**config.mk**
```make
export PLATFORM = sky130hd
export DESIGN_NAME = energy_voice_gate_hangover
export DESIGN_NICKNAME = d
export VERILOG_FILES = /design/src/rtl/core/evg_pkg.sv /design/src/rtl/core/energy_voice_gate_hangover.sv /design/src/rtl/core/evg_ingress.sv /design/src/rtl/core/evg_core.sv
export SDC_FILE = /design/constraint.sdc
export NUM_CORES = 1
export LEC_CHECK = 0
export BUFFER_PORTS_ARGS = -buffer_cell sky130_fd_sc_hd__buf_2
export CORE_MARGIN = 4
export CORE_UTILIZATION = 45
export CTS_CLUSTER_DIAMETER = 120
export DETAILED_ROUTE_END_ITERATION = 8
export MAX_ROUTING_LAYER = met4
export PLACE_DENSITY = 0.66
export RECOVER_POWER = 25
export SYNTH_ARGS = -nofsm -noshare
export SYNTH_HDL_FRONTEND = slang
export SYNTH_HIERARCHICAL = 1
export SYNTH_SLANG_ARGS = --single-unit
```
**constraint.sdc**
```tcl
create_clock -name clock -period 5.05 [get_ports clock]
set_clock_uncertainty 0.05 [all_clocks]
set_input_delay 1.01 -clock clock [delete_from_list [all_inputs] [get_ports clock]]
set_output_delay 1.01 -clock clock [all_outputs]
set_load 0.005 [all_outputs]
```
**src/rtl/core/evg_pkg.sv**
```systemverilog
package evg_pkg;

   localparam int unsigned BufferSamples = 65536;

   localparam int unsigned SampleWidth   = 16;
   localparam int unsigned MagWidth      = 17;
   localparam int unsigned SumWidth      = 28;
   localparam int unsigned StrengthWidth = 5;
   localparam int unsigned ChunkWidth    = 13;
   localparam int unsigned FillWidth     = 12;
   localparam int unsigned TotalWidth    = 17;
   localparam int unsigned HangWidth     = 9;
   localparam int unsigned CountWidth    = 8;
   localparam int unsigned CsrIndexWidth = 2;
   localparam int unsigned CsrDataWidth  = 13;
   localparam int unsigned ReqDataWidth  = 16;
   localparam int unsigned RspDataWidth  = 48;

   localparam logic [ChunkWidth-1:0] ChunkMax = ChunkWidth'(4096);

   localparam logic [CsrIndexWidth-1:0] CsrChunkSamples     = 2'd0;
   localparam logic [CsrIndexWidth-1:0] CsrStrengthThresh   = 2'd1;
   localparam logic [CsrIndexWidth-1:0] CsrHangoverChunks   = 2'd2;
   localparam logic [CsrIndexWidth-1:0] CsrMinSessionChunks = 2'd3;

   localparam logic OpSample = 1'b0;
   localparam logic OpStop   = 1'b1;

   typedef struct packed {
      logic [ChunkWidth-1:0]    chunk_samples;
      logic [StrengthWidth-1:0] strength_threshold;
      logic [CountWidth-1:0]    hangover_chunks;
      logic [CountWidth-1:0]    min_session_chunks;
   } cfg_type;

   localparam cfg_type CfgReset = '{
      chunk_samples:      ChunkWidth'(1152),
      strength_threshold: StrengthWidth'(22),
      hangover_chunks:    CountWidth'(10),
      min_session_chunks: CountWidth'(15)
   };

   typedef struct packed {
      logic                operation;
      logic [MagWidth-1:0] mag;
   } item_type;

   typedef struct packed {
      logic [StrengthWidth-1:0] strength;
      logic                     voiced;
      logic                     session_end;
      logic                     keep;
      logic [TotalWidth-1:0]    session_samples;
      logic [TotalWidth-1:0]    session_chunks;
   } report_type;

   function automatic logic [StrengthWidth-1:0] bit_length(input logic [SumWidth-1:0] v);
      logic [StrengthWidth-1:0] n;
      n = '0;
      for (int i = 0; i < SumWidth; i++) begin
         if (v[i]) begin
            n = StrengthWidth'(i + 1);
         end
      end
      return n;
   endfunction

endpackage

```
**src/rtl/core/energy_voice_gate_hangover.sv**
```systemverilog
// Path: an accepted word goes into the input register; the single stage behind it
// registers the updated session state and, at a chunk end or stop, the report.
// Throughput: one word a cycle unless a reporting word waits on rsp_tready; a
// chunk's magnitude sum, strength and session update all complete in that stage.
// Reset: synchronous, active high; clears all session state and restores the
// register defaults (1152 samples, threshold 22, hangover 10, minimum 15).
module energy_voice_gate_hangover (
   input  logic                                clock,
   input  logic                                reset,
   input  logic                                req_tvalid,
   output logic                                req_tready,
   input  logic [evg_pkg::ReqDataWidth-1:0]    req_tdata,  // sample[15:0]
   input  logic                                req_tuser,  // operation
   output logic                                rsp_tvalid,
   input  logic                                rsp_tready,
   // strength[4:0], voiced[5], keep[6], session_samples[23:7],
   // session_chunks[40:24], zero[47:41]
   output logic [evg_pkg::RspDataWidth-1:0]    rsp_tdata,
   output logic                                rsp_tlast,  // session_end
   input  logic                                csr_valid,
   output logic                                csr_ready,
   input  logic [evg_pkg::CsrIndexWidth-1:0]   csr_index,
   input  logic [evg_pkg::CsrDataWidth-1:0]    csr_data
);

   evg_pkg::cfg_type     cfg_ff, cfg_in;
   evg_pkg::item_type    item;
   evg_pkg::report_type  report;
   logic                 item_valid;
   logic                 consume;

   assign csr_ready = 1'b1;

   always_comb begin
      cfg_in = cfg_ff;
      if (csr_valid && csr_ready) begin
         unique case (csr_index)
            evg_pkg::CsrChunkSamples:
               cfg_in.chunk_samples = csr_data;
            evg_pkg::CsrStrengthThresh:
               cfg_in.strength_threshold = csr_data[evg_pkg::StrengthWidth-1:0];
            evg_pkg::CsrHangoverChunks:
               cfg_in.hangover_chunks = csr_data[evg_pkg::CountWidth-1:0];
            evg_pkg::CsrMinSessionChunks:
               cfg_in.min_session_chunks = csr_data[evg_pkg::CountWidth-1:0];
            default: cfg_in = cfg_ff;
         endcase
      end
   end

   always_ff @(posedge clock) begin
      if (reset) begin
         cfg_ff <= evg_pkg::CfgReset;
      end else begin
         cfg_ff <= cfg_in;
      end
   end

   evg_ingress u_ingress (
      .clock      (clock),
      .reset      (reset),
      .req_tvalid (req_tvalid),
      .req_tready (req_tready),
      .req_tdata  (req_tdata),
      .req_tuser  (req_tuser),
      .consume    (consume),
      .item_valid (item_valid),
      .item       (item)
   );

   evg_core u_core (
      .clock      (clock),
      .reset      (reset),
      .cfg        (cfg_ff),
      .item_valid (item_valid),
      .item       (item),
      .consume    (consume),
      .rsp_valid  (rsp_tvalid),
      .rsp_ready  (rsp_tready),
      .report     (report)
   );

   assign rsp_tdata = {7'b0, report.session_chunks, report.session_samples,
                       report.keep, report.voiced, report.strength};
   assign rsp_tlast = report.session_end;

`ifndef SYNTH
   a_keep_needs_end: assert property (@(posedge clock) disable iff (reset)
      rsp_tvalid && !report.session_end |-> !report.keep)
      else $error("keep set on a report that does not close the session");

   a_keep_has_samples: assert property (@(posedge clock) disable iff (reset)
      rsp_tvalid && report.keep |-> report.session_samples != '0)
      else $error("kept session holds no samples");

   a_stall_means_full: assert property (@(posedge clock) disable iff (reset)
      !req_tready |-> item_valid && rsp_tvalid && !rsp_tready)
      else $error("input stalled without a waiting result");

   a_no_chunks_no_samples: assert property (@(posedge clock) disable iff (reset)
      rsp_tvalid && report.session_chunks == '0 |-> report.session_samples == '0)
      else $error("session samples without chunks");
`endif

endmodule

```
**src/rtl/core/evg_ingress.sv**
```systemverilog
module evg_ingress (
   input  logic                                clock,
   input  logic                                reset,
   input  logic                                req_tvalid,
   output logic                                req_tready,
   input  logic [evg_pkg::ReqDataWidth-1:0]    req_tdata,
   input  logic                                req_tuser,
   input  logic                                consume,
   output logic                                item_valid,
   output evg_pkg::item_type                   item
);

   logic                       valid_ff;
   logic                       valid_in;
   evg_pkg::item_type          item_ff;
   evg_pkg::item_type          item_in;
   logic signed [evg_pkg::MagWidth-1:0] wide;

   assign req_tready = !valid_ff || consume;

   always_comb begin
      wide = {req_tdata[evg_pkg::SampleWidth-1], req_tdata};
      item_in.operation = req_tuser;
      item_in.mag = wide[evg_pkg::MagWidth-1] ? evg_pkg::MagWidth'(-wide)
                                              : evg_pkg::MagWidth'(wide);
      if (req_tvalid && req_tready) begin
         valid_in = 1'b1;
      end else if (consume) begin
         valid_in = 1'b0;
      end else begin
         valid_in = valid_ff;
      end
   end

   always_ff @(posedge clock) begin
      if (reset) begin
         valid_ff <= 1'b0;
      end else begin
         valid_ff <= valid_in;
      end
   end

   always_ff @(posedge clock) begin
      if (req_tvalid && req_tready) begin
         item_ff <= item_in;
      end
   end

   assign item_valid = valid_ff;
   assign item       = item_ff;

endmodule

```
**src/rtl/core/evg_core.sv**
```systemverilog
module evg_core (
   input  logic                  clock,
   input  logic                  reset,
   input  evg_pkg::cfg_type      cfg,
   input  logic                  item_valid,
   input  evg_pkg::item_type     item,
   output logic                  consume,
   output logic                  rsp_valid,
   input  logic                  rsp_ready,
   output evg_pkg::report_type   report
);

   localparam logic [evg_pkg::TotalWidth:0] BufferLimit =
      (evg_pkg::TotalWidth + 1)'(evg_pkg::BufferSamples);
   localparam logic signed [evg_pkg::HangWidth-1:0] HangFloor =
      {1'b1, {(evg_pkg::HangWidth-1){1'b0}}};

   logic [evg_pkg::SumWidth-1:0]          abs_sum_ff, abs_sum_in;
   logic [evg_pkg::FillWidth-1:0]         fill_ff, fill_in;
   logic [evg_pkg::TotalWidth-1:0]        samples_ff, samples_in;
   logic [evg_pkg::TotalWidth-1:0]        chunks_ff, chunks_in;
   logic signed [evg_pkg::HangWidth-1:0]  hang_ff, hang_in;
   logic                                  valid_ff, valid_in;
   evg_pkg::report_type                   report_ff, report_in;

   logic [evg_pkg::ChunkWidth-1:0]        chunk_eff;
   logic [evg_pkg::ChunkWidth-1:0]        fill_inc;
   logic [evg_pkg::SumWidth-1:0]          sum_next;
   logic [evg_pkg::StrengthWidth-1:0]     strength;
   logic                                  voiced;
   logic signed [evg_pkg::HangWidth-1:0]  hang_next;
   logic [evg_pkg::TotalWidth-1:0]        samples_next;
   logic [evg_pkg::TotalWidth-1:0]        chunks_next;
   logic [evg_pkg::TotalWidth:0]          room;
   logic                                  chunk_done;
   logic                                  produce;
   logic                                  out_free;
   logic                                  ends;

   always_comb begin
      if (cfg.chunk_samples == '0) begin
         chunk_eff = evg_pkg::ChunkWidth'(1);
      end else if (cfg.chunk_samples > evg_pkg::ChunkMax) begin
         chunk_eff = evg_pkg::ChunkMax;
      end else begin
         chunk_eff = cfg.chunk_samples;
      end

      fill_inc   = {1'b0, fill_ff} + evg_pkg::ChunkWidth'(1);
      sum_next   = abs_sum_ff + evg_pkg::SumWidth'(item.mag);
      chunk_done = fill_inc >= chunk_eff;
      strength   = evg_pkg::bit_length(sum_next);
      voiced     = strength >= cfg.strength_threshold;

      if (voiced) begin
         hang_next = $signed({1'b0, cfg.hangover_chunks});
      end else if (hang_ff != HangFloor) begin
         hang_next = hang_ff - evg_pkg::HangWidth'(1);
      end else begin
         hang_next = hang_ff;
      end

      samples_next = samples_ff + evg_pkg::TotalWidth'(chunk_eff);
      chunks_next  = chunks_ff + evg_pkg::TotalWidth'(1);
      room         = BufferLimit - (evg_pkg::TotalWidth + 1)'(chunk_eff);
      ends = !((hang_next > $signed(evg_pkg::HangWidth'(0)))
               && ((evg_pkg::TotalWidth + 1)'(samples_next) < room));

      produce  = (item.operation == evg_pkg::OpStop) || chunk_done;
      out_free = !valid_ff || rsp_ready;
      consume  = item_valid && (out_free || !produce);

      abs_sum_in = abs_sum_ff;
      fill_in    = fill_ff;
      samples_in = samples_ff;
      chunks_in  = chunks_ff;
      hang_in    = hang_ff;
      report_in  = report_ff;
      valid_in   = valid_ff && !rsp_ready;

      if (consume) begin
         if (item.operation == evg_pkg::OpStop) begin
            report_in.strength        = '0;
            report_in.voiced          = 1'b0;
            report_in.session_end     = 1'b1;
            report_in.keep            = samples_ff != '0;
            report_in.session_samples = samples_ff;
            report_in.session_chunks  = chunks_ff;
            valid_in   = 1'b1;
            abs_sum_in = '0;
            fill_in    = '0;
            samples_in = '0;
            chunks_in  = '0;
            hang_in    = '0;
         end else if (chunk_done) begin
            report_in.strength        = strength;
            report_in.voiced          = voiced;
            report_in.session_end     = ends;
            report_in.keep            = ends && (chunks_next >=
                                        evg_pkg::TotalWidth'(cfg.min_session_chunks));
            report_in.session_samples = samples_next;
            report_in.session_chunks  = chunks_next;
            valid_in   = 1'b1;
            abs_sum_in = '0;
            fill_in    = '0;
            samples_in = ends ? '0 : samples_next;
            chunks_in  = ends ? '0 : chunks_next;
            hang_in    = ends ? '0 : hang_next;
         end else begin
            abs_sum_in = sum_next;
            fill_in    = fill_inc[evg_pkg::FillWidth-1:0];
         end
      end
   end

   always_ff @(posedge clock) begin
      if (reset) begin
         abs_sum_ff <= '0;
         fill_ff    <= '0;
         samples_ff <= '0;
         chunks_ff  <= '0;
         hang_ff    <= '0;
         valid_ff   <= 1'b0;
      end else begin
         abs_sum_ff <= abs_sum_in;
         fill_ff    <= fill_in;
         samples_ff <= samples_in;
         chunks_ff  <= chunks_in;
         hang_ff    <= hang_in;
         valid_ff   <= valid_in;
      end
   end

   always_ff @(posedge clock) begin
      report_ff <= report_in;
   end

   assign rsp_valid = valid_ff;
   assign report    = report_ff;

endmodule
```
**Yosys cells after proc, flatten, opt, wreduce, memory -nomap -nowiden**

Index checks and enable logic that the tools add are counted.

- Register bits after elaboration: 179
- Bits of input ports: 37
- Output and inout bits: 52
- Word-level logic and storage cells: 114

- Add/sub/neg operators: 7
- $lt $le $gt $ge: 6
- Eq/ne operators: 4
- Muxes and demuxes: 53
- Reductions and logical operators: 24

Operators with widths:

| cell | number |
|---|---|
| 17-bit 2-to-1 mux | 6 |
| 5-bit 2-to-1 mux | 13 |
| 28-bit 2-to-1 mux | 2 |
| 9-bit 2-to-1 mux | 5 |
| 42-bit 2-to-1 mux | 1 |
| 35-bit 2-to-1 mux | 1 |
| 4-bit 2-to-1 mux | 8 |
| 28-bit by 17-bit adder with 28-bit output | 1 |
| 13-bit 2-to-1 mux | 2 |
| 12-bit 2-to-1 mux | 2 |
| 17-bit by 18-bit < comparator with 1-bit output | 1 |
| 17-bit by 13-bit subtractor with 18-bit output, first input constant | 1 |
| 17-bit by 1-bit adder with 17-bit output, second input constant | 1 |
| 17-bit by 13-bit adder with 17-bit output | 1 |
| 17-bit by 8-bit >= comparator with 1-bit output | 1 |
| 16-bit negation with 17-bit output | 1 |
| 17-bit nonzero test | 1 |
| 15-bit 2-to-1 mux | 1 |
| 12-bit by 1-bit adder with 13-bit output, second input constant | 1 |
| 13-bit >= comparator | 1 |
| 13-bit greater-than comparator, second input constant | 1 |
| 13-bit zero test | 1 |
| 3-bit 2-to-1 mux | 4 |
| 2-bit AND reduction | 5 |
| 13 further kinds | 32 |

**Logic depth before layout (Yosys ltp)**

Gate-level depths: netlist of run 1.

- Depth in word-level cells: 37
- Depth in mapped cells: 27
- Gate-level depth less buffers: 23

**Modules after synthesis**

The synthesis of run 1 kept the hierarchy.

By module, submodules not included:

| module | times used | cells each | area an instance (um2) | sequential area each (um2) |
|---|---|---|---|---|
| evg_core | 1 | 1181 | 9615.5 | 2942.8 |
| energy_voice_gate_hangover | 1 | 145 | 1463.9 | 680.7 |
| evg_ingress | 1 | 68 | 909.6 | 560.5 |

**Worst setup path after synthesis of run 1**

Ideal clock, no wire load.

- Path type: flip-flop to flip-flop
- Start point: reg u_ingress.item_ff, in the netlist u_ingress/item[11]
- End point: reg u_core/hang_ff[5] (netlist name)
- Library setup time: 0.070 ns
- Arrival: 4.911 ns
- Data required time: 4.930 ns
- Slack: 0.018 ns
- Cell stages (with the launch flop): 25
- Buffers on the path: 4
- Clock period less this slack: 5.032 ns
- Cell sequence: edfxtp_1 > ha_1 > clkbuf_1 > o21a_1 > o221ai_1 > or3_1 > and3b_1 > buf_2 > o21a_1 > xnor2_1 > nor3b_1 > o31ai_1 > a22oi_1 > ha_1 > a21o_1 > a31oi_1 > o21a_1 > buf_2 > mux2i_1 > o2111a_1 > a211oi_4 > inv_2 > buf_2 > or3_1 > a21oi_1

- Longest elaborated chain between the ends: 25

RTL lines:

| element | line | text |
|---|---|---|
| from (decl) | evg_ingress.sv:15 | `evg_pkg::item_type item_ff;` |
| from (signal assigned) | evg_ingress.sv:45 | `item_ff <= item_in;` |
| 28-bit by 17-bit adder with 28-bit output (*) | evg_core.sv:50 | `sum_next = abs_sum_ff + evg_pkg::SumWidth'(item.mag);` |
| 4-bit 2-to-1 mux (4 in a row) | evg_pkg.sv:61 | `if (v[i]) begin` |
| 5-bit 2-to-1 mux (12 in a row) | evg_pkg.sv:61 |  |
| 5-bit 2-to-1 mux (*) | evg_pkg.sv:61 |  |
| net u_core.strength (one bit) | evg_core.sv:29 | `logic [evg_pkg::StrengthWidth-1:0] strength;` |
| 5-bit >= comparator (*) | evg_core.sv:53 | `voiced = strength >= cfg.strength_threshold;` |
| 9-bit 2-to-1 mux (*) | evg_core.sv:55 | `if (voiced) begin` |
| 9-bit by 1-bit greater-than comparator with 1-bit output | evg_core.sv:66 | `ends = !((hang_next > $signed(evg_pkg::HangWidth'(0)))` |
| 1-bit logical AND | evg_core.sv:67 | `&& ((evg_pkg::TotalWidth + 1)'(samples_next) < room));` |
| 9-bit 2-to-1 mux (*) | evg_core.sv:108 | `hang_in = ends ? '0 : hang_next;` |
| 9-bit 2-to-1 mux (*) | evg_core.sv:95 | `end else if (chunk_done) begin` |
| 9-bit 2-to-1 mux (*) | evg_core.sv:82 | `if (item.operation == evg_pkg::OpStop) begin` |
| to (signal assigned) | evg_core.sv:129 | `hang_ff <= hang_in;` |
| to (decl) | evg_core.sv:22 | `logic signed [evg_pkg::HangWidth-1:0] hang_ff, hang_in;` |

Mark *: on every way through the listed nets, which the timed path passes. The rest lies on a longest branch. The select of a mux whose other input is x is not followed.
A chain may end at the register's enable or synchronous reset.

**Worst setup path after layout of run 1**

- Start point: reg u_ingress.item_ff, in the netlist u_ingress/item[0]
- End point: reg u_core/samples_ff[14] (netlist name)

- Longest elaborated chain between the ends: 36

RTL lines:

| element | line | text |
|---|---|---|
| 28-bit by 17-bit adder with 28-bit output (*) | evg_core.sv:50 |  |
| 1-bit 2-to-1 mux | evg_pkg.sv:61 |  |
| 2-bit 2-to-1 mux (2 in a row) | evg_pkg.sv:61 |  |
| 3-bit 2-to-1 mux (4 in a row) | evg_pkg.sv:61 |  |
| 4-bit 2-to-1 mux (8 in a row) | evg_pkg.sv:61 |  |
| 5-bit 2-to-1 mux (12 in a row) | evg_pkg.sv:61 |  |
| 5-bit 2-to-1 mux (*) | evg_pkg.sv:61 |  |
| 5-bit >= comparator (*) | evg_core.sv:53 |  |
| 9-bit 2-to-1 mux (*) | evg_core.sv:55 |  |
| 9-bit by 1-bit greater-than comparator with 1-bit output (*) | evg_core.sv:66 |  |
| 1-bit logical AND (*) | evg_core.sv:67 |  |
| 17-bit 2-to-1 mux (*) | evg_core.sv:106 | `samples_in = ends ? '0 : samples_next;` |
| 17-bit 2-to-1 mux (*) | evg_core.sv:95 |  |
| 17-bit 2-to-1 mux (*) | evg_core.sv:82 |  |
| to (signal assigned) | evg_core.sv:127 | `samples_ff <= samples_in;` |
| to (decl) | evg_core.sv:20 | `logic [evg_pkg::TotalWidth-1:0] samples_ff, samples_in;` |

Every way passes the cells marked *; elsewhere a longest branch is shown, timed or not. The select of a mux whose other input is x is not followed.

==> results of run 1 <==
worst min-delay path by stage:
stage,startpoint,slack (ps),depth (start not counted),end
2_1_floorplan,cfg_ff[13]$_SDFFE_PP0P_,400,2,cfg_ff[13]$_SDFFE_PP0P_
3_3_place_gp,u_core/abs_sum_ff[0]$_SDFFE_PP0P_,410,2,u_core/abs_sum_ff[0]$_SDFFE_PP0P_
3_5_place_dp,cfg_ff[19]$_SDFFE_PP0P_,420,2,cfg_ff[19]$_SDFFE_PP0P_
4_1_cts,u_core/chunks_ff[4]$_SDFFE_PP0P_,430,2,u_core/chunks_ff[4]$_SDFFE_PP0P_
5_1_grt,cfg_ff[27]$_SDFFE_PP0P_,460,2,cfg_ff[27]$_SDFFE_PP0P_
6_report,cfg_ff[7]$_SDFFE_PP0P_,430,2,cfg_ff[7]$_SDFFE_PP0P_
worst register-to-register path, stage by stage (launching register included):
cell and delay (ps):
edfxtp_1 400, ha_2 200, inv_2 50, fa_2 230
nor2b_4 60, o2111ai_4 250, nand4_1 190, and2_4 200
a41o_1 250, xnor2_2 150, buf_4 150, buf_4 140
a22oi_2 140, o31a_1 190, o211ai_1 120, ha_1 310
nand2b_4 120, a31oi_4 80, buf_6 130, o211ai_1 210
o22ai_1 100, o2111a_2 190, a211oi_4 280, nand2_2 150
buf_6 160, or3_1 300, a31oi_1 130
metrics by stage:
| stage | total power, mW | setup slack (ps) |
|---|---|---|
| 6_report | 3.82 | 37.2 |
| 3_3_place_gp | 2.33 | -401 |
| 4_1_cts | 3.80 | 10.9 |
| 3_5_place_dp | 2.34 | -476 |
| 2_1_floorplan | 2.06 | 18.2 |
| 5_1_grt | 3.99 | -260 |
power by group:
group          internal, mW  leakage [nW]  switching, mW  total, mW
Sequential             1.54          1.56         0.0276       1.57
Clock                 0.752         0.282          0.601       1.35
Combinational         0.408          4.63          0.496      0.903
Total                  2.70          6.46           1.12       3.82
per-layer routing:
metal  GRT usage  part of all wire  up-vias
met1       0.273              0.43     5139
met5           -                 0        -
met2       0.396              0.50      274
li1            -                 -     5423
met3      0.0294             0.039       65
met4      0.0751             0.029        0
sequential cells by signal, summed over array words and instances, names as in the netlist:
signal	flops
u_ingress/item_valid	1
u_core/abs_sum_ff	28
u_core/rsp_valid	1
u_core/report	42
u_core/chunks_ff	17
cfg_ff	34
u_core/fill_ff	12
u_core/samples_ff	17
u_core/hang_ff	9
u_ingress/item	18
cell type report:
class                      count  area (um2)
clock buffer                  19         443
clock inverter                13         150
fill                        2366       11100
inverter                      49         186
multi-input combinational   1082        7810
sequential                   179        4190
tap                          335         419
timing repair buffer         258        1810
what timing repair did:
item | in CTS | in global routing
gates cloned | 1 | 0
gates resized for setup | 83 | 58
hold endpoints to repair | 0 | 0
endpoints found under the setup margin | 44 | 45
setup buffers | 29 | 5
pin swaps | 43 | 44
cell families (layout without fill, tap and decap cells):
group                      count (synthesis)  in the layout  share of synthesized area
adders and majority gates                 79             79                     0.0837
buffers and inverters                    141            339                     0.0488
AOI/OAI and AO/OA                        328            328                      0.179
xor gates and xnor gates                  96             96                     0.0708
muxes                                     49             49                     0.0424
and+or+nand+nor                          518            519                      0.225
other                                      4             11                    0.00125
DFF                                      179            179                      0.349
cells in the mapped netlist, drive strengths merged (13+ instances only):
cell      n  area [um2]
nor2    124         473
dfxtp   119        2380
nand2    99         372
a21oi    91         459
ha       77         963
clkbuf   66         248
o21ai    63         315
edfxtp   60        1800
nand3    59         300
xnor2    56         498
nand2b   49         307
inv      48         180
xor2     40         350
mux2i    35         350
a31oi    33         206
and3     28         175
buf      26         154
nor3     25         125
o21a     21         158
or3      19         119
a211oi   16         138
a21o     15         113
nor3b    15         118
or4      15         120
mux2     14         158
nand4    14        87.6
nor4     14        93.8
o31ai    14         105
nor2b    13        81.3
==> results by group, run 1 <==
Setup path
  – CP startpoint: u_ingress/item[0]$_DFFE_PP_
  – Crit path required time: 5340 ps
  – CP max FO: 4
  – Worst path buffer plus inverter count: 5
  – RR Startpoint: u_ingress/item[0]$_DFFE_PP_
  – Crit path to: u_core/samples_ff[14]$_SDFFE_PP0P_
  – Data arrival, critical path: between 5000 and 6000 ps
  – Largest delay contributor family on the critical path: compound AO/OA/AOI/OAI gates
  – Startpoint type of the worst setup path: register
  – Max incr delay on CP: around 400 ps
  – Worst R2R Path Depth: 26
  – FF-to-FF setup slack: ~37 ps
  – Critical path type: reg -> reg
  – Crit. path cell count: 26
  – Crit. End Element: register
  – Crit Reg-Reg Endpoint: u_core/samples_ff[14]$_SDFFE_PP0P_
  – Slowest stage cell, crit path: edfxtp_1

Timing
  – Slew headroom: 0.250
  – Final Max Tran Viols: 0
  – Final Setup Violations: 0
  – Setup TNS: 0 ps
  – Slew @ Worst Pin: between 1000 and 1500 ps
  – Worst hold slack: about 430 ps
  – Hold Fails Final Rpt: 0
  – RSZ-0062 raised after global routing: yes
  – Final Critical Period: 5010 ps
  – Fmax: 199 MHz
  – Fin crit share: 0.993

Placed design
  – Port Buffer Count: 80
  – Final HPWL DP: roughly 23 mm
  – Gpl congestion: ~0.95
  – Area after DPL: between 10000 and 15000 um2
  – Placed cells: roughly 1900

Clock network
  – # clock sinks: approximately 180
  – CTS tree: built
  – Clk root buf: clkbuf_16
  – Skew-Pair Late Insertion Delay: 440 ps
  – Inserted Clock Buffers: 17
  – CTS H-tree lvls: 4
  – CTS Buffer Depth: 2
  – Hold-fix buffers, CTS: 0
  – Clock transition at path regs: around 70 ps

Synth
  – Mapped Area: around 12000 um2
  – Number of synthesized register bits: between 150 and 200
  – Synth cell types: 85
  – Post-Syn Instances: ~1400
  – Yosys warns: 6
  – Mapped Avg Cell Area: between 8 and 9 um2
  – Post-synth EDFFs: 60
  – Dominant synthesized flop cell: dfxtp_1
  – Sequential share of the synthesized area: 0.349
  – Post-synthesis async set-or-reset flop share: 0

Cells and area
  – Cell area after layout: about 15000 um2
  – Antenna fix cells: 0
  – Final Net Count: about 1700
  – Most common cell after layout, fill and taps aside: buf_4
  – Layout area overhead: 25.2%
  – Cell Count, Final, Fillers Out: 1935
  – Utilization after layout: 0.574
  – Share of cells above drive strength 1: 0.261
  – Commonest non-fill, non-tap cells in the layout: 166 x buf_4, 121 x nor2_1, 112 x dfxtp_1

Drt
  – Via density: approximately 5.6
  – DR iter-0 viols: 734
  – Total number of vias: about 11000
  – ANT nets after route: 0
  – DR WL/cell: roughly 17 um
  – First-pass detailed-route iteration total: 5
  – Total Routed Length: 32.6 mm
  – DRC: 0

Global routing
  – Gr usage total: 0.227
  – First-pass GRT wire length: between 50 and 60 mm
  – Largest net degree at the start of global routing: between 100 and 150
  – Gr ovfl total: 0
  – Vias in the first global route: roughly 11000
  – Antenna violations before repair: 0

Floorplanning
  – Total core area: about 26000 um2
  – IO Pins: 89
  – Die Height: approximately 170 um
  – Die width: between 150 and 200 um
  – Starting Density: 0.459
  – Total die area: roughly 29000 um2
  – # rows: ~60

Power and ir drop
  – Maximum VDD drop: ~0.24 mV
  – Leak Pwr: between 6 and 7 nW
  – Pwr Density: 255 nW/um2

Flow run
  – Max cap viols: 0

Outcome
  – Status: complete, no violations

Min path
  – Hold WC Path Type: reg -> reg
Note: power is estimated with default switching activity, not from simulation.
==> run 2, diff against run 1 <==
Settings changed: CORE_UTILIZATION 45 to 40, PLACE_DENSITY 0.66 to 0.6.
==> run 2 against run 1 <==
Compared with the run above: the flow now finishes with violations (negative setup slack); sequential power is essentially flat; clock-buffer cell count is the same; worst hold slack worse by 0.99 ps; die area grew 12%; via count decreased by 1.5%; setup slack got worse by 150 ps; sequential share of layout area is 0.29 points lower; design area increased by 0.88%; critical path depth fell by 4; clock power about the same; cell count increased by 2.2%; register-to-register slack got worse by 150 ps; critical path type unchanged; largest cell class unchanged; largest power group unchanged.
==> results by group, run 2 (synthesized netlist as in run 1, its figures left out) <==
Outcome
  – Status: finished, violations left (was complete, no violations)
  – Failing checks: negative setup slack

Drt
  – Total number of vias: 10700 (was 10900)
  – ANT nets after route: 0 (unchanged)
  – Via density: 5.43 (was 5.63)
  – First-pass detailed-route iteration total: 5 (unchanged)
  – Total Routed Length: 32.9 mm (was 32.6 mm)
  – DRC: 0 (unchanged)
  – DR WL/cell: 16.6 um (was 16.9 um)
  – DR iter-0 viols: 462 (was 734)

Cells and area
  – Final Net Count: 1692 (was 1703)
  – Most common cell after layout, fill and taps aside: buf_4 (unchanged)
  – Max reg flops: 42 (unchanged)
  – Commonest non-fill, non-tap cells in the layout: 151 x buf_4, 120 x nor2_1, 118 x dfxtp_1 (was 166 x buf_4, 121 x nor2_1, 112 x dfxtp_1)
  – Antenna fix cells: 0 (unchanged)
  – Share of cells above drive strength 1: 0.264 (was 0.261)
  – Layout area overhead: 26.3% (was 25.2%)

Setup path
  – CP max FO: 6 (was 4)
  – Crit. End Element: register (unchanged)
  – Startpoint type of the worst setup path: register (unchanged)
  – RR Startpoint: u_ingress/item[2]$_DFFE_PP_ (was u_ingress/item[0]$_DFFE_PP_)
  – Data arrival, critical path: 5480 ps (was 5310 ps)
  – Critical path type: reg -> reg (unchanged)
  – CP startpoint: u_ingress/item[2]$_DFFE_PP_ (was u_ingress/item[0]$_DFFE_PP_)
  – Crit path required time: 5360 ps (was 5340 ps)

Clock network
  – Skew-Pair Late Insertion Delay: 440 ps (about the same)
  – CTS Buffer Depth: 2 (unchanged)
  – Hold-fix buffers, CTS: 0 (unchanged)
  – Clock transition at path regs: 80 ps (was 70 ps)
  – CTS H-tree lvls: 4 (unchanged)
  – Inserted Clock Buffers: 17 (unchanged)
  – Clk root buf: clkbuf_16 (unchanged)
  – CTS tree: built (unchanged)
  – # clock sinks: 179 (unchanged)

Global routing
  – Largest net degree at the start of global routing: 79 (was 111)
  – Vias in the first global route: 10300 (was 10700)
  – Gr ovfl total: 0 (unchanged)
  – Gr usage total: 0.198 (was 0.227)
  – Antenna violations before repair: 0 (unchanged)
  – First-pass GRT wire length: 52.2 mm (was 53.0 mm)

Floorplanning
  – Die Height: 181 um (was 171 um)
  – # rows: 63 (was 59)
  – Starting Density: 0.405 (was 0.459)
  – Die width: 181 um (was 171 um)
  – Total core area: 29600 um2 (was 26100 um2)
  – IO Pins: 89 (unchanged)
  – Total die area: 32800 um2 (was 29300 um2)

Timing
  – Hold Fails Final Rpt: 0 (unchanged)
  – Slew headroom: 0.264 (was 0.250)
  – Fin crit share: 1.02 (was 0.993)
  – Setup TNS: -1820 ps (was 0 ps)
  – Final Max Tran Viols: 0 (unchanged)
  – Final Setup Violations: 25 (was 0)
  – Worst hold slack: 431 ps (was 432 ps)
  – Worst Setup Slack, final: -117 ps (was 37.2 ps)
  – RSZ-0062 raised after global routing: yes (unchanged)
  – Final Critical Period: 5170 ps (was 5010 ps)
  – Slew @ Worst Pin: 1100 ps (was 1130 ps)
  – Fmax: 194 MHz (was 199 MHz)

Placed design
  – Final HPWL DP: 23.8 mm (was 23.3 mm)
  – Port Buffer Count: 80 (unchanged)
  – Pre-CTS WS: -587 ps (was -476 ps)
  – Gpl congestion: 0.887 (was 0.951)

Min path
  – Hold_sp: cfg_ff[5]$_SDFFE_PP0P_ (was cfg_ff[7]$_SDFFE_PP0P_)
  – Hold WC Path Type: reg -> reg (unchanged)

Power and ir drop
  – Pwr Density: 254 nW/um2 (was 255 nW/um2)
  – Sw frac: 0.301 (was 0.294)
  – Maximum VDD drop: 0.214 mV (was 0.245 mV)
  – Sequential power share: 0.407 (was 0.410)
  – Leak Pwr: 6.42 nW (was 6.46 nW)
  – Combinational group share of total power: 0.243 (was 0.236)
  – Psw: 1.15 mW (was 1.12 mW)
  – P_int: 2.69 mW (was 2.70 mW)
  – Part of the power in the clock network: 0.350 (was 0.354)

Flow run
  – Max cap viols: 0 (unchanged)
## run 2: cell types whose count changed in the layout (fill, tap and decap cells not counted), moves of 9 or more
cell / change
a21oi_1: -10
a21oi_2: +11
buf_4: -15
clkbuf_1: +9
nand3_1: -13
nand3_2: +12
## run 2: routing by layer
metal / part of all wire / global-route usage / vias to the layer above
li1: - / - / 5406
met1: 0.44 / 0.236 / 5102
met2: 0.51 / 0.347 / 191
met3: 0.031 / 0.0286 / 43
met4: 0.021 / 0.0621 / 0
met5: 0 / - / -
## run 2: through the flow
step / area, um2 / power [mW] / std cells / utilization
3_3_place_gp: 13600 / 2.33 / 1926 / 0.460
6_report: 15100 / 3.84 / 1978 / 0.511
4_1_cts: 14700 / 3.78 / 1970 / 0.497
2_1_floorplan: 12000 / 2.06 / 1401 / -
5_1_grt: 15100 / 4.02 / 1978 / 0.511
3_5_place_dp: 13600 / 2.34 / 1926 / 0.460
## run 2: power by group through the flow
| stage | clock network, mW | registers, mW | logic [mW] |
|---|---|---|---|
| after floorplan | 0 | 1.59 | 0.468 |
| after global placement | 0 | 1.60 | 0.737 |
| after detailed placement | 0 | 1.60 | 0.742 |
| after CTS | 1.38 | 1.56 | 0.838 |
| after global routing | 1.43 | 1.57 | 1.01 |
| final | 1.35 | 1.56 | 0.934 |
## run 2: final cells by class
cell class / instances / area, um2
clock buffer: 19 / 433
clock inverter: 12 / 148
fill: 2864 / 14500
inverter: 49 / 191
multi-input combinational: 1081 / 7940
sequential: 179 / 4190
tap: 390 / 488
timing repair buffer: 247 / 1750
timing repair inverter: 1 / 7.51
## run 2: worst paths after layout
kind                                                       end  slack [ps]  cells after the start
worst min register to register          cfg_ff[5]$_SDFFE_PP0P_         430                      2
worst max register to register  u_core/hang_ff[5]$_SDFFE_PP0P_        -120                     22
worst min-delay path                    cfg_ff[5]$_SDFFE_PP0P_         430                      2
worst max-delay path            u_core/hang_ff[5]$_SDFFE_PP0P_        -120                     22
## run 2: timing repair
action                     in CTS  in global routing
gates resized for setup        94                 75
pin swaps                      47                 45
cloned                          1                  2
buffers inserted               13                  6
setup endpoints to repair      44                 45
## run 2: worst max-delay path: stages, from the launching register on
cell and delay [ps]:
edfxtp_1 410, ha_4 290, o21a_1 150, a211oi_2 90, buf_4 150, or3_4 340
and3b_2 280, o21a_4 250, xnor2_2 160, buf_4 150, a22oi_2 170, o31a_1 240
o211ai_1 130, ha_1 300, nand2b_4 150, a31oi_4 160, o21a_1 230, o22ai_1 100
o2111a_2 200, a211oi_4 270, clkinvlp_4 290, or3_1 400, a21oi_1 130
==> run 3, diff against run 2 <==
--- a/config.mk
+++ b/config.mk
@@ -9,3 +9,3 @@
 export CORE_MARGIN = 4
-export CORE_UTILIZATION = 40
+export CORE_UTILIZATION = 27
 export CTS_CLUSTER_DIAMETER = 120
@@ -13,3 +13,3 @@
 export MAX_ROUTING_LAYER = met4
-export PLACE_DENSITY = 0.6
+export PLACE_DENSITY = 0.45
 export RECOVER_POWER = 25
--- a/constraint.sdc
+++ b/constraint.sdc
@@ -4,2 +4,2 @@
 set_output_delay 1.01 -clock clock [all_outputs]
-set_load 0.005 [all_outputs]
+set_load 0.1 [all_outputs]
==> run 3 against run 2 <==
Compared with the run above: the flow finishes with violations (max-capacitance violations, max-slew violations, negative setup slack); sequential power is essentially flat; global-route usage shrank 4.9 points; critical endpoint is now u_core/chunks_ff[3]$_SDFFE_PP0P_; fmax grew 0.90%; first-iteration DRC count grew 32%; clock-buffer cell count is the same; critical path type unchanged; largest cell class unchanged; register-to-register slack gained 50 ps; via count grew 0.56%; setup slack gained 46 ps; die area grew 46%; utilization shrank 15 points; power grew 3.6%.
==> results by group, run 3 (synthesized netlist as in run 1, its figures left out) <==
Timing
  – Fin crit share: 1.01 (was 1.02)
  – Final Critical Period: 5120 ps (was 5170 ps)
  – Hold Fails Final Rpt: 0 (unchanged)
  – Slew @ Worst Pin: 2740 ps (was 1100 ps)
  – RSZ-0062 raised after global routing: yes (unchanged)
  – Slew headroom: -0.825 (was 0.264)
  – Worst hold slack: 430 ps (was 431 ps)
  – Worst Setup Slack, final: -70.5 ps (was -117 ps)
  – Fmax: 195 MHz (was 194 MHz)
  – Final Setup Violations: 22 (was 25)
  – Final Max Tran Viols: 45 (was 0)

Setup path
  – Slowest stage cell, crit path: edfxtp_1 (unchanged)
  – CP max FO: 12 (was 6)
  – Startpoint type of the worst setup path: register (unchanged)
  – Crit path required time: 5380 ps (was 5360 ps)
  – Crit. End Element: register (unchanged)
  – Critical-path cell list: ha_4 -> o21a_1 -> a211oi_2 -> buf_4 -> or3_4 -> and3b_2 -> buf_6 -> a21oi_4 -> o21ai_2 -> a31o_1 -> a22o_1 -> o211ai_1 -> ha_1 -> nand2b_4 -> a31oi_4 -> o21a_1 -> buf_4 -> o22ai_1 -> o2111a_2 -> a211oi_4 -> buf_6 -> inv_8 -> or4_1 -> a31oi_1 (was ha_4 -> o21a_1 -> a211oi_2 -> buf_4 -> or3_4 -> and3b_2 -> o21a_4 -> xnor2_2 -> buf_4 -> a22oi_2 -> o31a_1 -> o211ai_1 -> ha_1 -> nand2b_4 -> a31oi_4 -> o21a_1 -> o22ai_1 -> o2111a_2 -> a211oi_4 -> clkinvlp_4 -> or3_1 -> a21oi_1)
  – Data arrival, critical path: 5450 ps (was 5480 ps)
  – Max incr delay on CP: 420 ps (was 410 ps)
  – Critical path type: reg -> reg (unchanged)

Global routing
  – First-pass GRT wire length: 55.7 mm (was 52.2 mm)
  – GR Util met1: 0.182 (was 0.236)
  – Gr usage total: 0.149 (was 0.198)
  – GRT busiest layer: met2 (unchanged)
  – Vias in the first global route: 10600 (was 10300)
  – Antenna violations before repair: 0 (unchanged)
  – Gr ovfl total: 0 (unchanged)
  – Met3 GRT Util: 0.0246 (was 0.0286)
  – Largest net degree at the start of global routing: 84 (was 79)
  – GR Util met2: 0.257 (was 0.347)

Placed design
  – Placed cells: 2156 (was 1926)
  – Port Buffer Count: 80 (unchanged)
  – Gpl congestion: 0.847 (was 0.887)
  – Final HPWL DP: 25.9 mm (was 23.8 mm)

Cells and area
  – Final Net Count: 1726 (was 1692)
  – Max reg flops: 42 (unchanged)
  – Antenna fix cells: 0 (unchanged)
  – Most common cell after layout, fill and taps aside: buf_4 (unchanged)
  – Utilization after layout: 0.357 (was 0.511)
  – Share of cells above drive strength 1: 0.267 (was 0.264)
  – Fill count: 4506 (was 2864)
  – Cell Count, Final, Fillers Out: 2208 (was 1978)
  – Commonest non-fill, non-tap cells in the layout: 190 x buf_4, 119 x nor2_1, 118 x dfxtp_1 (was 151 x buf_4, 120 x nor2_1, 118 x dfxtp_1)
  – Layout area overhead: 29.3% (was 26.3%)

Power and ir drop
  – Part of the power in the clock network: 0.343 (was 0.350)
  – Psw: 1.30 mW (was 1.15 mW)
  – Leak Pwr: 6.61 nW (was 6.42 nW)
  – Sw frac: 0.327 (was 0.301)
  – Pwr Density: 257 nW/um2 (was 254 nW/um2)
  – P_int: 2.68 mW (was 2.69 mW)
  – Combinational group share of total power: 0.264 (was 0.243)
  – Sequential power share: 0.393 (was 0.407)
  – Tot Pwr: 3.98 mW (was 3.84 mW)
  – Maximum VDD drop: 0.234 mV (was 0.214 mV)

Drt
  – DR iter-0 viols: 608 (was 462)
  – DRC: 0 (unchanged)
  – DR WL/cell: 16.2 um (was 16.6 um)
  – First-pass detailed-route iteration total: 5 (unchanged)
  – Total Routed Length: 35.7 mm (was 32.9 mm)
  – Via density: 4.89 (was 5.43)
  – Total number of vias: 10800 (was 10700)
  – ANT nets after route: 0 (unchanged)

Outcome
  – Failing checks: max-capacitance violations, max-slew violations, negative setup slack (was negative setup slack)
  – Status: finished, violations left (unchanged)

Floorplanning
  – Die Height: 219 um (was 181 um)
  – Starting Density: 0.276 (was 0.405)
  – Total core area: 43500 um2 (was 29600 um2)
  – # rows: 76 (was 63)
  – Die width: 219 um (was 181 um)
  – IO Pins: 89 (unchanged)
  – Total die area: 47800 um2 (was 32800 um2)

Clock network
  – CTS Buffer Depth: 2 (unchanged)
  – Clk root buf: clkbuf_16 (unchanged)
  – CTS H-tree lvls: 4 (unchanged)
  – Clock transition at path regs: 80 ps (about the same)
  – Inserted Clock Buffers: 17 (unchanged)
  – Skew-Pair Late Insertion Delay: 460 ps (was 440 ps)
  – # clock sinks: 179 (unchanged)
  – Hold-fix buffers, CTS: 0 (unchanged)
  – CTS tree: built (unchanged)

Flow run
  – Max cap viols: 1 (was 0)

Min path
  – Hold WC Path Type: reg -> reg (unchanged)
run 3: per-stage QoR:
stage               setup TNS, ps  setup slack, ps  instance area, um2
global route               -11290             -341               15500
detailed placement         -17950             -582               14100
finish                       -644            -70.5               15500
CTS                         -2280            -96.6               15100
global placement           -18210             -534               14100
floorplan                       0             18.2               12000
run 3: routing by layer:
layer	part of all wire	vias up
met5	0	-
met4	0.014	0
met3	0.027	28
met2	0.50	135
met1	0.46	5171
li1	-	5468
run 3: timing repair:
item | 4_1_cts | 5_1_grt
gates cloned | 0 | 3
setup buffers | 8 | 10
pin swaps | 29 | 47
resized for setup | 55 | 72
setup endpoints to repair | 45 | 45
run 3: cell type report:
type / count / area [um2] / share of cell area
clock buffers: 19 / 443 / 0.0286
clock inverters: 13 / 140 / 0.00904
inverters: 49 / 191 / 0.0123
multi-input cells: 1081 / 7770 / 0.501
flip-flops and latches: 179 / 4190 / 0.270
well taps: 585 / 732 / 0.0472
repair buffers: 282 / 2040 / 0.131
run 3: worst paths after layout:
path         depth (start not counted)  slack (ps)                              start                           endpoint
min                                  2         430  u_core/abs_sum_ff[0]$_SDFFE_PP0P_  u_core/abs_sum_ff[0]$_SDFFE_PP0P_
max                                 24         -70        u_ingress/item[2]$_DFFE_PP_   u_core/chunks_ff[3]$_SDFFE_PP0P_
max reg2reg                         24         -70        u_ingress/item[2]$_DFFE_PP_   u_core/chunks_ff[3]$_SDFFE_PP0P_
min reg2reg                          2         430  u_core/abs_sum_ff[0]$_SDFFE_PP0P_  u_core/abs_sum_ff[0]$_SDFFE_PP0P_
run 3: critical path, delay by kind of cell, from the launching register on:
kind | cells | cell delay, ps
flip-flops | 1 | 420
AND/OR/NAND/NOR | 4 | 1170
adder cells (fa/ha/maj) | 2 | 550
AO/OA/AOI/OAI | 13 | 2140
buffers and inverters | 5 | 670
run 3: power by group through the flow:
| stage | logic (mW) | registers [mW] | clock network [mW] |
|---|---|---|---|
| CTS | 0.957 | 1.56 | 1.42 |
| finish | 1.05 | 1.56 | 1.37 |
| detailed placement | 0.898 | 1.60 | 0 |
| global route | 1.14 | 1.57 | 1.47 |
| floorplan | 0.497 | 1.67 | 0 |
| global placement | 0.896 | 1.60 | 0 |
